File: config.mk
export PLATFORM = sky130hd
export DESIGN_NAME = ac_remote_frame_decoder
export DESIGN_NICKNAME = d
export VERILOG_FILES = /design/src/hdl/acrfd_pkg.sv /design/src/hdl/acrfd_decode.sv /design/src/hdl/ac_remote_frame_decoder.sv
export SDC_FILE = /design/constraint.sdc
export NUM_CORES = 1
export LEC_CHECK = 0
export BUFFER_PORTS_ARGS = -buffer_cell sky130_fd_sc_hd__buf_2
export CORE_AREA = 2 2 148 150
export DETAILED_ROUTE_END_ITERATION = 10
export DIE_AREA = 0 0 150 152
export SYNTH_ARGS = -nofsm -noshare
export SYNTH_HDL_FRONTEND = slang
export SYNTH_SLANG_ARGS = --single-unit
File: constraint.sdc
create_clock -name clk -period 8.02 [get_ports clk]
set_clock_uncertainty 0.15 [all_clocks]
set_input_delay 1.604 -clock clk [delete_from_list [all_inputs] [get_ports clk]]
set_output_delay 1.604 -clock clk [all_outputs]
set_load 0.02 [all_outputs]
File: src/hdl/acrfd_pkg.sv
// shared types, constants and helper functions for the ac remote frame decoder
// no dependencies
package acrfd_pkg;

	localparam int unsigned POS_W = 5;
	localparam int unsigned IDX_W = 4;
	localparam int unsigned HALF_LEN = 9;

	typedef logic [7:0] byte_t;
	typedef logic [POS_W-1:0] pos_t;
	typedef logic [IDX_W-1:0] idx_t;
	typedef logic [2:0] code_t;

	localparam pos_t POS_HALF = pos_t'(HALF_LEN);
	localparam pos_t POS_SUM_END = pos_t'(8);
	localparam pos_t POS_FRAME_END = pos_t'(18);
	localparam pos_t POS_LAST = pos_t'(17);
	localparam pos_t POS_MAX = pos_t'(31);

	localparam byte_t HDR_BYTE0 = 8'h4F;
	localparam byte_t HDR_BYTE1 = 8'hB0;
	localparam byte_t TEMP_ENTRIES = 8'd15;

	// fan codes
	localparam code_t FAN_AUTO = 3'd0;
	localparam code_t FAN_SPEED1 = 3'd1;
	localparam code_t FAN_SPEED2 = 3'd2;
	localparam code_t FAN_SPEED3 = 3'd3;
	localparam code_t FAN_SPEED4 = 3'd4;
	localparam code_t FAN_SPEED5 = 3'd5;
	localparam code_t FAN_UNKNOWN = 3'd6;

	// mode codes
	localparam code_t MODE_OFF = 3'd0;
	localparam code_t MODE_AUTO = 3'd1;
	localparam code_t MODE_COOL = 3'd2;
	localparam code_t MODE_DRY = 3'd3;
	localparam code_t MODE_HEAT = 3'd4;
	localparam code_t MODE_FAN = 3'd5;
	localparam code_t MODE_UNKNOWN = 3'd6;

	localparam byte_t CORR_BASE = 8'h02;
	localparam byte_t CORR_FAN = 8'h80;
	localparam byte_t CORR_HEAT = 8'hC0;

	typedef struct packed {
		logic recognized;
		code_t fan_speed;
		code_t mode;
		logic [4:0] temperature;
		logic temperature_known;
		byte_t computed_checksum;
		byte_t received_checksum;
		logic checksum_ok;
	} acrfd_result_t;

	function automatic byte_t rev8(input byte_t v);
		byte_t r;
		for (int i = 0; i < 8; i++) begin
			r[i] = v[7-i];
		end
		return r;
	endfunction

	function automatic logic [4:0] temp_lookup(input idx_t idx);
		logic [4:0] t;
		unique case (idx)
			4'd0: t = 5'd17;
			4'd1: t = 5'd25;
			4'd2: t = 5'd21;
			4'd3: t = 5'd29;
			4'd4: t = 5'd19;
			4'd5: t = 5'd27;
			4'd6: t = 5'd23;
			4'd7: t = 5'd0;
			4'd8: t = 5'd18;
			4'd9: t = 5'd26;
			4'd10: t = 5'd22;
			4'd11: t = 5'd30;
			4'd12: t = 5'd20;
			4'd13: t = 5'd28;
			4'd14: t = 5'd24;
			default: t = 5'd0;
		endcase
		return t;
	endfunction

endpackage

File: src/hdl/acrfd_decode.sv
// field decode and checksum correction for a completed frame
// depends on acrfd_pkg
module acrfd_decode (
	input  logic                   recognized,
	input  acrfd_pkg::byte_t       temp_byte,
	input  acrfd_pkg::byte_t       ctrl_byte,
	input  acrfd_pkg::byte_t       chk_byte,
	input  acrfd_pkg::byte_t       sum,
	output acrfd_pkg::acrfd_result_t result
);
	import acrfd_pkg::*;

	logic [3:0] lo;
	logic [3:0] hi;
	code_t fan;
	code_t md;
	byte_t corr;
	byte_t chk;
	logic temp_known;

	assign lo = ctrl_byte[3:0];
	assign hi = ctrl_byte[7:4];

	always_comb begin
		unique case (lo)
			4'h0: fan = FAN_AUTO;
			4'h2: fan = FAN_SPEED1;
			4'h6: fan = FAN_SPEED2;
			4'h1: fan = FAN_SPEED3;
			4'h5: fan = FAN_SPEED4;
			4'h3: fan = FAN_SPEED5;
			default: fan = FAN_UNKNOWN;
		endcase
	end

	always_comb begin
		unique case (hi)
			4'hE: md = MODE_OFF;
			4'h0: md = MODE_AUTO;
			4'h8: md = MODE_COOL;
			4'h4: md = MODE_DRY;
			4'hC: md = MODE_HEAT;
			4'h2: md = MODE_FAN;
			default: md = MODE_UNKNOWN;
		endcase
	end

	always_comb begin
		corr = '0;
		priority if (md == MODE_AUTO || md == MODE_FAN) begin
			corr = CORR_BASE;
			if (lo == 4'h2 || lo == 4'h3 || lo == 4'h6) begin
				corr = CORR_BASE + CORR_FAN;
			end
		end else if (md == MODE_DRY) begin
			corr = CORR_BASE;
		end else if (md == MODE_HEAT) begin
			if (lo == 4'h5 || lo == 4'h6) begin
				corr = CORR_HEAT;
			end
		end else begin
			corr = '0;
		end
	end

	assign chk = rev8(sum + corr);
	assign temp_known = temp_byte < TEMP_ENTRIES;

	always_comb begin
		result = '0;
		if (recognized) begin
			result.recognized = 1'b1;
			result.fan_speed = fan;
			result.mode = md;
			result.temperature_known = temp_known;
			result.temperature = temp_known ? temp_lookup(temp_byte[IDX_W-1:0]) : 5'd0;
			result.computed_checksum = chk;
			result.received_checksum = chk_byte;
			result.checksum_ok = (chk == chk_byte);
		end
	end

endmodule

File: src/hdl/ac_remote_frame_decoder.sv
// ac remote frame decoder: one byte per transaction, result on the end-of-frame byte
// result path: the end-of-frame byte passes the input register, then the decoded result is registered in the result reg
// throughput: one byte per cycle; an end-of-frame byte waits while an unaccepted result is held
// reset: arst_n clears frame position, running sum, mismatch flag and both valids
// the first-half byte store has no reset; a frame writes it before any read
// depends on acrfd_pkg and acrfd_decode
module ac_remote_frame_decoder (
	input  logic                   clk,
	input  logic                   arst_n,
	input  logic                   in_valid,
	output logic                   in_ready,
	input  acrfd_pkg::byte_t       frame_byte,
	input  logic                   end_of_frame,
	output logic                   out_valid,
	input  logic                   out_ready,
	output logic                   recognized,
	output logic [2:0]             fan_speed,
	output logic [2:0]             mode,
	output logic [4:0]             temperature,
	output logic                   temperature_known,
	output acrfd_pkg::byte_t       computed_checksum,
	output acrfd_pkg::byte_t       received_checksum,
	output logic                   checksum_ok
);
	import acrfd_pkg::*;

	logic valid_s1;
	byte_t byte_s1;
	logic eof_s1;

	pos_t pos_q;
	byte_t sum_q;
	logic differ_q;
	byte_t store_q [HALF_LEN];

	logic out_valid_q;
	acrfd_result_t result_q;

	logic out_free;
	logic advance;
	logic in_first;
	logic in_second;
	logic in_sum;
	pos_t cmp_pos;
	logic mismatch;
	logic differ_now;
	byte_t sum_now;
	logic frame_ok;
	acrfd_result_t result_d;

	assign out_free = !out_valid_q || out_ready;
	assign advance = valid_s1 && (!eof_s1 || out_free);
	assign in_ready = !valid_s1 || advance;

	assign in_first = pos_q < POS_HALF;
	assign in_second = !in_first && (pos_q < POS_FRAME_END);
	assign in_sum = pos_q < POS_SUM_END;
	assign cmp_pos = pos_q - POS_HALF;
	assign mismatch = in_second && (store_q[cmp_pos[IDX_W-1:0]] != byte_s1);
	assign differ_now = differ_q || mismatch;
	assign sum_now = in_sum ? sum_q + rev8(byte_s1) : sum_q;
	assign frame_ok = (pos_q == POS_LAST) && !differ_now &&
		(store_q[0] == HDR_BYTE0) && (store_q[1] == HDR_BYTE1);

	acrfd_decode u_decode (
		.recognized (frame_ok),
		.temp_byte  (store_q[5]),
		.ctrl_byte  (store_q[6]),
		.chk_byte   (store_q[8]),
		.sum        (sum_q),
		.result     (result_d)
	);

	// input register
	always_ff @(posedge clk or negedge arst_n) begin
		if (!arst_n) begin
			valid_s1 <= 1'b0;
		end else if (in_ready) begin
			valid_s1 <= in_valid;
		end
	end

	always_ff @(posedge clk) begin
		if (in_ready && in_valid) begin
			byte_s1 <= frame_byte;
			eof_s1 <= end_of_frame;
		end
	end

	// per-frame state
	always_ff @(posedge clk or negedge arst_n) begin
		if (!arst_n) begin
			pos_q <= '0;
			sum_q <= '0;
			differ_q <= 1'b0;
		end else if (advance) begin
			if (eof_s1) begin
				pos_q <= '0;
				sum_q <= '0;
				differ_q <= 1'b0;
			end else begin
				if (pos_q != POS_MAX) begin
					pos_q <= pos_q + pos_t'(1);
				end
				sum_q <= sum_now;
				differ_q <= differ_now;
			end
		end
	end

	always_ff @(posedge clk) begin
		if (advance && in_first) begin
			store_q[pos_q[IDX_W-1:0]] <= byte_s1;
		end
	end

	// result register
	always_ff @(posedge clk or negedge arst_n) begin
		if (!arst_n) begin
			out_valid_q <= 1'b0;
		end else if (advance && eof_s1) begin
			out_valid_q <= 1'b1;
		end else if (out_ready) begin
			out_valid_q <= 1'b0;
		end
	end

	always_ff @(posedge clk) begin
		if (advance && eof_s1) begin
			result_q <= result_d;
		end
	end

	assign out_valid = out_valid_q;
	assign recognized = result_q.recognized;
	assign fan_speed = result_q.fan_speed;
	assign mode = result_q.mode;
	assign temperature = result_q.temperature;
	assign temperature_known = result_q.temperature_known;
	assign computed_checksum = result_q.computed_checksum;
	assign received_checksum = result_q.received_checksum;
	assign checksum_ok = result_q.checksum_ok;

endmodule
-- Yosys cells after proc, flatten, opt, wreduce, memory -nomap -nowiden
Memories as Yosys holds them, arrays and structs flattened.
Index checks and enable logic that the tools add are counted.
- add/subtract/negate cells: 4
- multiplexer cells: 18
- $lt $le $gt $ge: 4
- reductions and logical operators: 30
- equality and inequality tests: 20
- operators by type and width (kind ; number):
    $mux 8 ; 7
    $pmux 3 s6 ; 2
    $mux 30 ; 1
    $add 8x8->8 ; 2
    $mux 5 ; 3
    $eq 4x2->1 const B ; 3
    $eq 4x3->1 const B ; 3
    $eq 4x4->1 const B ; 3
    $lt 5x4->1 const B ; 2
    $logic_and 1x1->1 ; 9
    $eq 8x7->1 const B ; 1
    $eq 8x8->1 ; 1
    $eq 8x8->1 const B ; 1
    $logic_not 4->1 ; 2
    $logic_or 1x1->1 ; 8
    $lt 8x4->1 const B ; 1
    $ne 8x8->1 ; 1
    $eq 3x3->1 const B ; 2
    $reduce_and 2->1 ; 3
    $reduce_bool 2->1 ; 3
    $add 5x1->5 const B ; 1
    $eq 5x5->1 const B ; 1
    $logic_not 1->1 ; 5
    $lt 5x5->1 const B ; 1
    other kinds (6) ; 10
- ROM bits: 80
- memories kept: 2
- input port bits: 13
- logic and storage cells: 93
- output and inout port bits: 32
- memory bits (writable): 72
- flip-flop bits (word level): 55
- memory list (name ; words ; bits a word ; read ports ; clocked after memory_dff ; write ports ; RTL line ; source):
    (no name shown) ; 16 ; 5 ; 1 ; 0 ; 0 ; acrfd_pkg.sv:67 ; unique case (idx)
    store_q ; 9 ; 8 ; 6 ; 0 ; 1 ; ac_remote_frame_decoder.sv:34 ; byte_t store_q [HALF_LEN];

-- Longest topological paths before layout
- depth in word-level cells: 10
- gate-level depth with buffers: 15
- mapped depth without buffers: 10

-- Hierarchy
A second synthesis with hierarchy kept.
- cells, all modules: 404
- area total of the unflattened synthesis: 6306.0 um2
- modules (own cells, without submodules) (module ; seq. area each (um2) ; times used ; cells each ; area an instance (um2)):
    ac_remote_frame_decoder ; 3973.8 ; 1 ; 311 ; 5630.4
    acrfd_decode ; 0.0 ; 1 ; 93 ; 675.6

-- Least setup slack after synthesis
No wires, ideal clock.
- path kind: reg2reg
- start point: register pos_q[0]
- end point: register result_q (netlist bit temperature[4]) (data pin)
- setup slack: 4310 ps
- buffers on the path: 5
- arrival time: 3384 ps
- setup time: 176 ps
- data required time: 7694 ps
- cell stages (with the launch flop): 15
- clock period less this slack: 3710 ps
- cells stage by stage: dfrtp_1 > buf_6 > buf_2 > buf_2 > inv_1 > ha_1 > buf_2 > mux4_2 > mux2i_1 > mux2i_1 > xor2_1 > nor4_2 > a21oi_2 > buf_6 > nor4_1
- cells in the longest elaborated chain, start to end: 10
- elaborated cells between the ends (all ways): 15
- classes of those cells: 1 x add/sub; 2 x order compare; 2 x eq/ne; 9 x reduce/logical; 1 x memory
- ends and longest elaborated chain (item ; RTL line ; source):
    start: declaration ; ac_remote_frame_decoder.sv:31 ; pos_t pos_q;
    start signal: assignment ; ac_remote_frame_decoder.sv:103 ; pos_q <= pos_q + pos_t'(1);
    $sub 4x4->4 / $lt 5x4->1 (equally long branches) ; ac_remote_frame_decoder.sv:58, ac_remote_frame_decoder.sv:55 ;
    $mem_v2 9x8 / $logic_not 1->1 (equally long branches) ; - ;
    $ne 8x8->1 / $logic_and 1x1->1 (equally long branches) ; ac_remote_frame_decoder.sv:59, ac_remote_frame_decoder.sv:56 ;
    $logic_and 1x1->1 ; ac_remote_frame_decoder.sv:59 ; assign mismatch = in_second && (store_q[cmp_pos[IDX_W-1:0]] != byte_s1);
    $logic_or 1x1->1 ; ac_remote_frame_decoder.sv:60 ; assign differ_now = differ_q || mismatch;
    $logic_not 1->1 ; ac_remote_frame_decoder.sv:62 ; assign frame_ok = (pos_q == POS_LAST) && !differ_now &&
    $logic_and 1x1->1 * (2 in series) ; ac_remote_frame_decoder.sv:62 ;
    $logic_and 1x1->1 * ; ac_remote_frame_decoder.sv:63 ; (store_q[0] == HDR_BYTE0) && (store_q[1] == HDR_BYTE1);
    $reduce_and 2->1 (no source line) * ; - ;
    end signal: assignment ; ac_remote_frame_decoder.sv:130 ; result_q <= result_d;
    end: declaration ; ac_remote_frame_decoder.sv:37 ; acrfd_result_t result_q;
Mark *: on every way between the ends. The rest lies on a longest branch, timed or not.
A chain may end at the register's enable or synchronous reset.

-- Final worst setup path
- start point: register pos_q[0]
- end point: register result_q (netlist bit temperature[3]) (data pin)
Same word-level chain as after synthesis.

==> metrics.md <==
| Metric | Value |
|---|---|
| Outcome | finished, final reports clean |
| Endpoint class of the critical path | flip-flop |
| Final hold violation count | 0 |
| Total negative slack | 0 ns |
| # DRC | 0 |
| Crit-path slowest cell | a21oi_2 |
| Worst-margin pin slew | 1.256 ns |
| Post-synth cell types | 51 |
| TritonCTS clock tree | yes |
| Relative slew slack | 0.1624 |
| Pins Over Slew Limit | 0 |
| Final core utilization | 0.3398 |
| Syn_nets | 448 |
| Routability Congestion | 0.8311 |
| Ys flop type | edfxtp_1 |
| Syn Area/Cell | approximately 15 µm² |
| Sequential Area | 3974 µm² |
| Part of the cycle the worst path needs | 0.5874 |
| Ant diodes | 0 |
| Routed Antenna Nets | 0 |
| Row cnt | 54 |
| Synthesis warning total | 0 |
| RSZ-0062 raised after global routing | no |
| Post-synth top area cell | edfxtp_1 |
| Vias in the first global route | 3564 |
| Fill cells | 2088 |
| Finished Layout Cells | 757 |
| Hold-fix buffers, CTS | 0 |
| Most frequent cells in the layout | 119 x edfxtp_1, 44 x buf_2, 26 x mux2i_1 |
| CTS root buf | clkbuf_16 |
| Commonest non-fill, non-tap cell in the layout | edfxtp_1 |
| Clock Path Buffers | 2 |
| Max_cap viols | 0 |
| Leakage | 2.603 nW |
| First-pass GRT wire length | 20.19 mm |
| Vias per cell | about 4.8 |
| Post-CTS Resized | 0 |
| Dpl hpwl | about 9 mm |
| Initial antenna violation count | 0 |
| Layout cells sized above 1 | 0.2034 |
| CTS sink count | 135 |
| DR vias | 3625 |
| Synth area leaders | edfxtp_1 57%, dfrtp_1 6.4%, mux4_2 5.8% |
| CTS HTree Levels | 4 |
| Crit start category | flip-flop |
| Die footprint | 22800 µm² |
| GR Overflow Total | 0 |
| Area Overhead vs Synth | 16.19% |
| Worst endpoint data arrival time | 4.67 ns |
| Worst EP required | 7.98 ns |
| GRT Total Usage | 0.1196 |
| Post-Syn Area | 6245 µm² |
| Final setup viols | 0 |
| PortBufs | 44 |
| First-pass DRT Iterations | 4 |
| Initial Util | 0.2925 |
| CP max FO | 32 |
| Top-area cell type share of the netlist area | 0.5722 |
| Die height | 152 µm |
| DRT Wirelength | approximately 13 mm |
| CP dominant cell by count | mux2i_1 |
| Synthesized instance count | 414 |
| Fin crit period | 4.711 ns |
| Chip width | 150 µm |
| Register area share after synthesis | 0.6363 |
| Peak supply drop | 0.0001485 V |
| Latest clock arrival within the worst-skew pair | 0.42 ns |
| Nets | 498 |
| Post-CTS Setup Inserts | 0 |
| HP Class | reg -> reg |
| # placed instances | 725 |
| Initial DRC count | 313 |
| Clock transition at path regs | 0.05 ns |
| Drt wl/cell | about 17 µm |
| Power per cell area | 288.2 nW/µm² |
| Worst Setup Path Type | reg -> reg |
| Worst slack, placed | 3.273 ns |
| Post-synth EDFFs | 119 |
| Fmax | 212.3 MHz |
| Worst setup margin | 3.309 ns |
| I/O pin cnt | 45 |
| Pin count of the biggest net entering global routing | 33 |
| Asr flop ratio synth | 0.1185 |
| Multi-input gate area | approximately 2100 µm² |
| CP max stage delay | ~0.97 ns |
| Core region area | 21350 µm² |
| Crit path cell chain | buf_4 > inv_1 > ha_1 > mux4_2 > mux2i_1 > mux2i_1 > xor2_1 > nor4_2 > a21oi_2 > nor4_1 |
| Synthesis-stage register bit count | 135 |
| TritonCTS buffer count | 17 |
cell families after synthesis:
family | share of synthesized area
simple gates | 0.1008
mux | 0.09938
buf+inv | 0.02164
compound gates | 0.05390
flops | 0.6363
xor+xnor | 0.04468
fa+ha+maj | 0.04328
stage by stage:
stage          total power, mW  cell area, µm²  hold WS [ns]
3_5_place_dp             1.428            6748        0.3750
4_1_cts                  2.103            7256        0.3979
3_3_place_gp             1.418            6748        0.3788
5_1_grt                  2.190            7256        0.4302
2_1_floorplan            1.316            6245        0.3150
6_report                 2.091            7256        0.4007
layer usage:
metal  wire length, µm  GRT usage
met4               140    0.03684
met3               993    0.03844
met5                 0          0
met2              5865     0.1766
met1              6063     0.1677
area by class of cell:
class                      instances  area share
clock buffer                      28     0.06708
clock inverter                     4    0.002932
inverter                          12    0.006208
multi-input combinational        251      0.2944
sequential                       135      0.5477
tap                              280     0.04828
timing repair buffer              47     0.03345
cell usage after synthesis, types with 12 or more instances:
cell type	n
xor2_1	16
inv_1	12
nor2_1	22
ha_1	20
a21oi_1	13
edfxtp_1	119
mux4_2	16
xnor2_1	14
nand2_1	15
mux2i_1	26
dfrtp_1	16
nor3_1	18
nor3b_1	13
worst paths after layout:
check | startpoint | to | slack, ns | cells past startpoint
setup reg to reg | pos_q[0]$_DFFE_PN0P_ | temperature[3]$_SDFFCE_PN0P_ | 3.31 | 10
max in group asynchronous | arst_n | valid_s1$_DFFE_PN0N_ | 6.48 | 1
hold reg to reg | differ_q$_DFFE_PN0P_ | differ_q$_DFFE_PN0P_ | 0.40 | 1
hold / removal | differ_q$_DFFE_PN0P_ | differ_q$_DFFE_PN0P_ | 0.40 | 1
setup / recovery | pos_q[0]$_DFFE_PN0P_ | temperature[3]$_SDFFCE_PN0P_ | 3.31 | 10
min in group asynchronous | arst_n | sum_q[6]$_DFFE_PN0P_ | 0.95 | 1
worst max-delay path, delay by kind of cell (launching register included):
kind                       cells  cell delay (ns)
AOI/OAI and AO/OA              1             0.97
and+or+nand+nor                2             0.24
buffers and inverters          2             0.60
xor gates and xnor gates       1             0.17
adders and majority gates      1             0.91
muxes                          3             1.02
DFF                            1             0.32
flip-flops by register name, summed over array words and instances, names as in the netlist, 3 cells and up:
signal	cells
store_q	80
byte_s1	8
computed_checksum	8
received_checksum	8
sum_q	8
pos_q	5
temperature	5
fan_speed	3
mode	3
power by group:
| group | leakage [nW] | total (mW) | internal (mW) | switching, mW |
|---|---|---|---|---|
| Clock | 0.244 | 0.679 | 0.409 | 0.270 |
| Combinational | 1.05 | 0.498 | 0.222 | 0.276 |
| Sequential | 1.31 | 0.915 | 0.839 | 0.0753 |
Note: power is estimated with default switching activity, not from simulation.
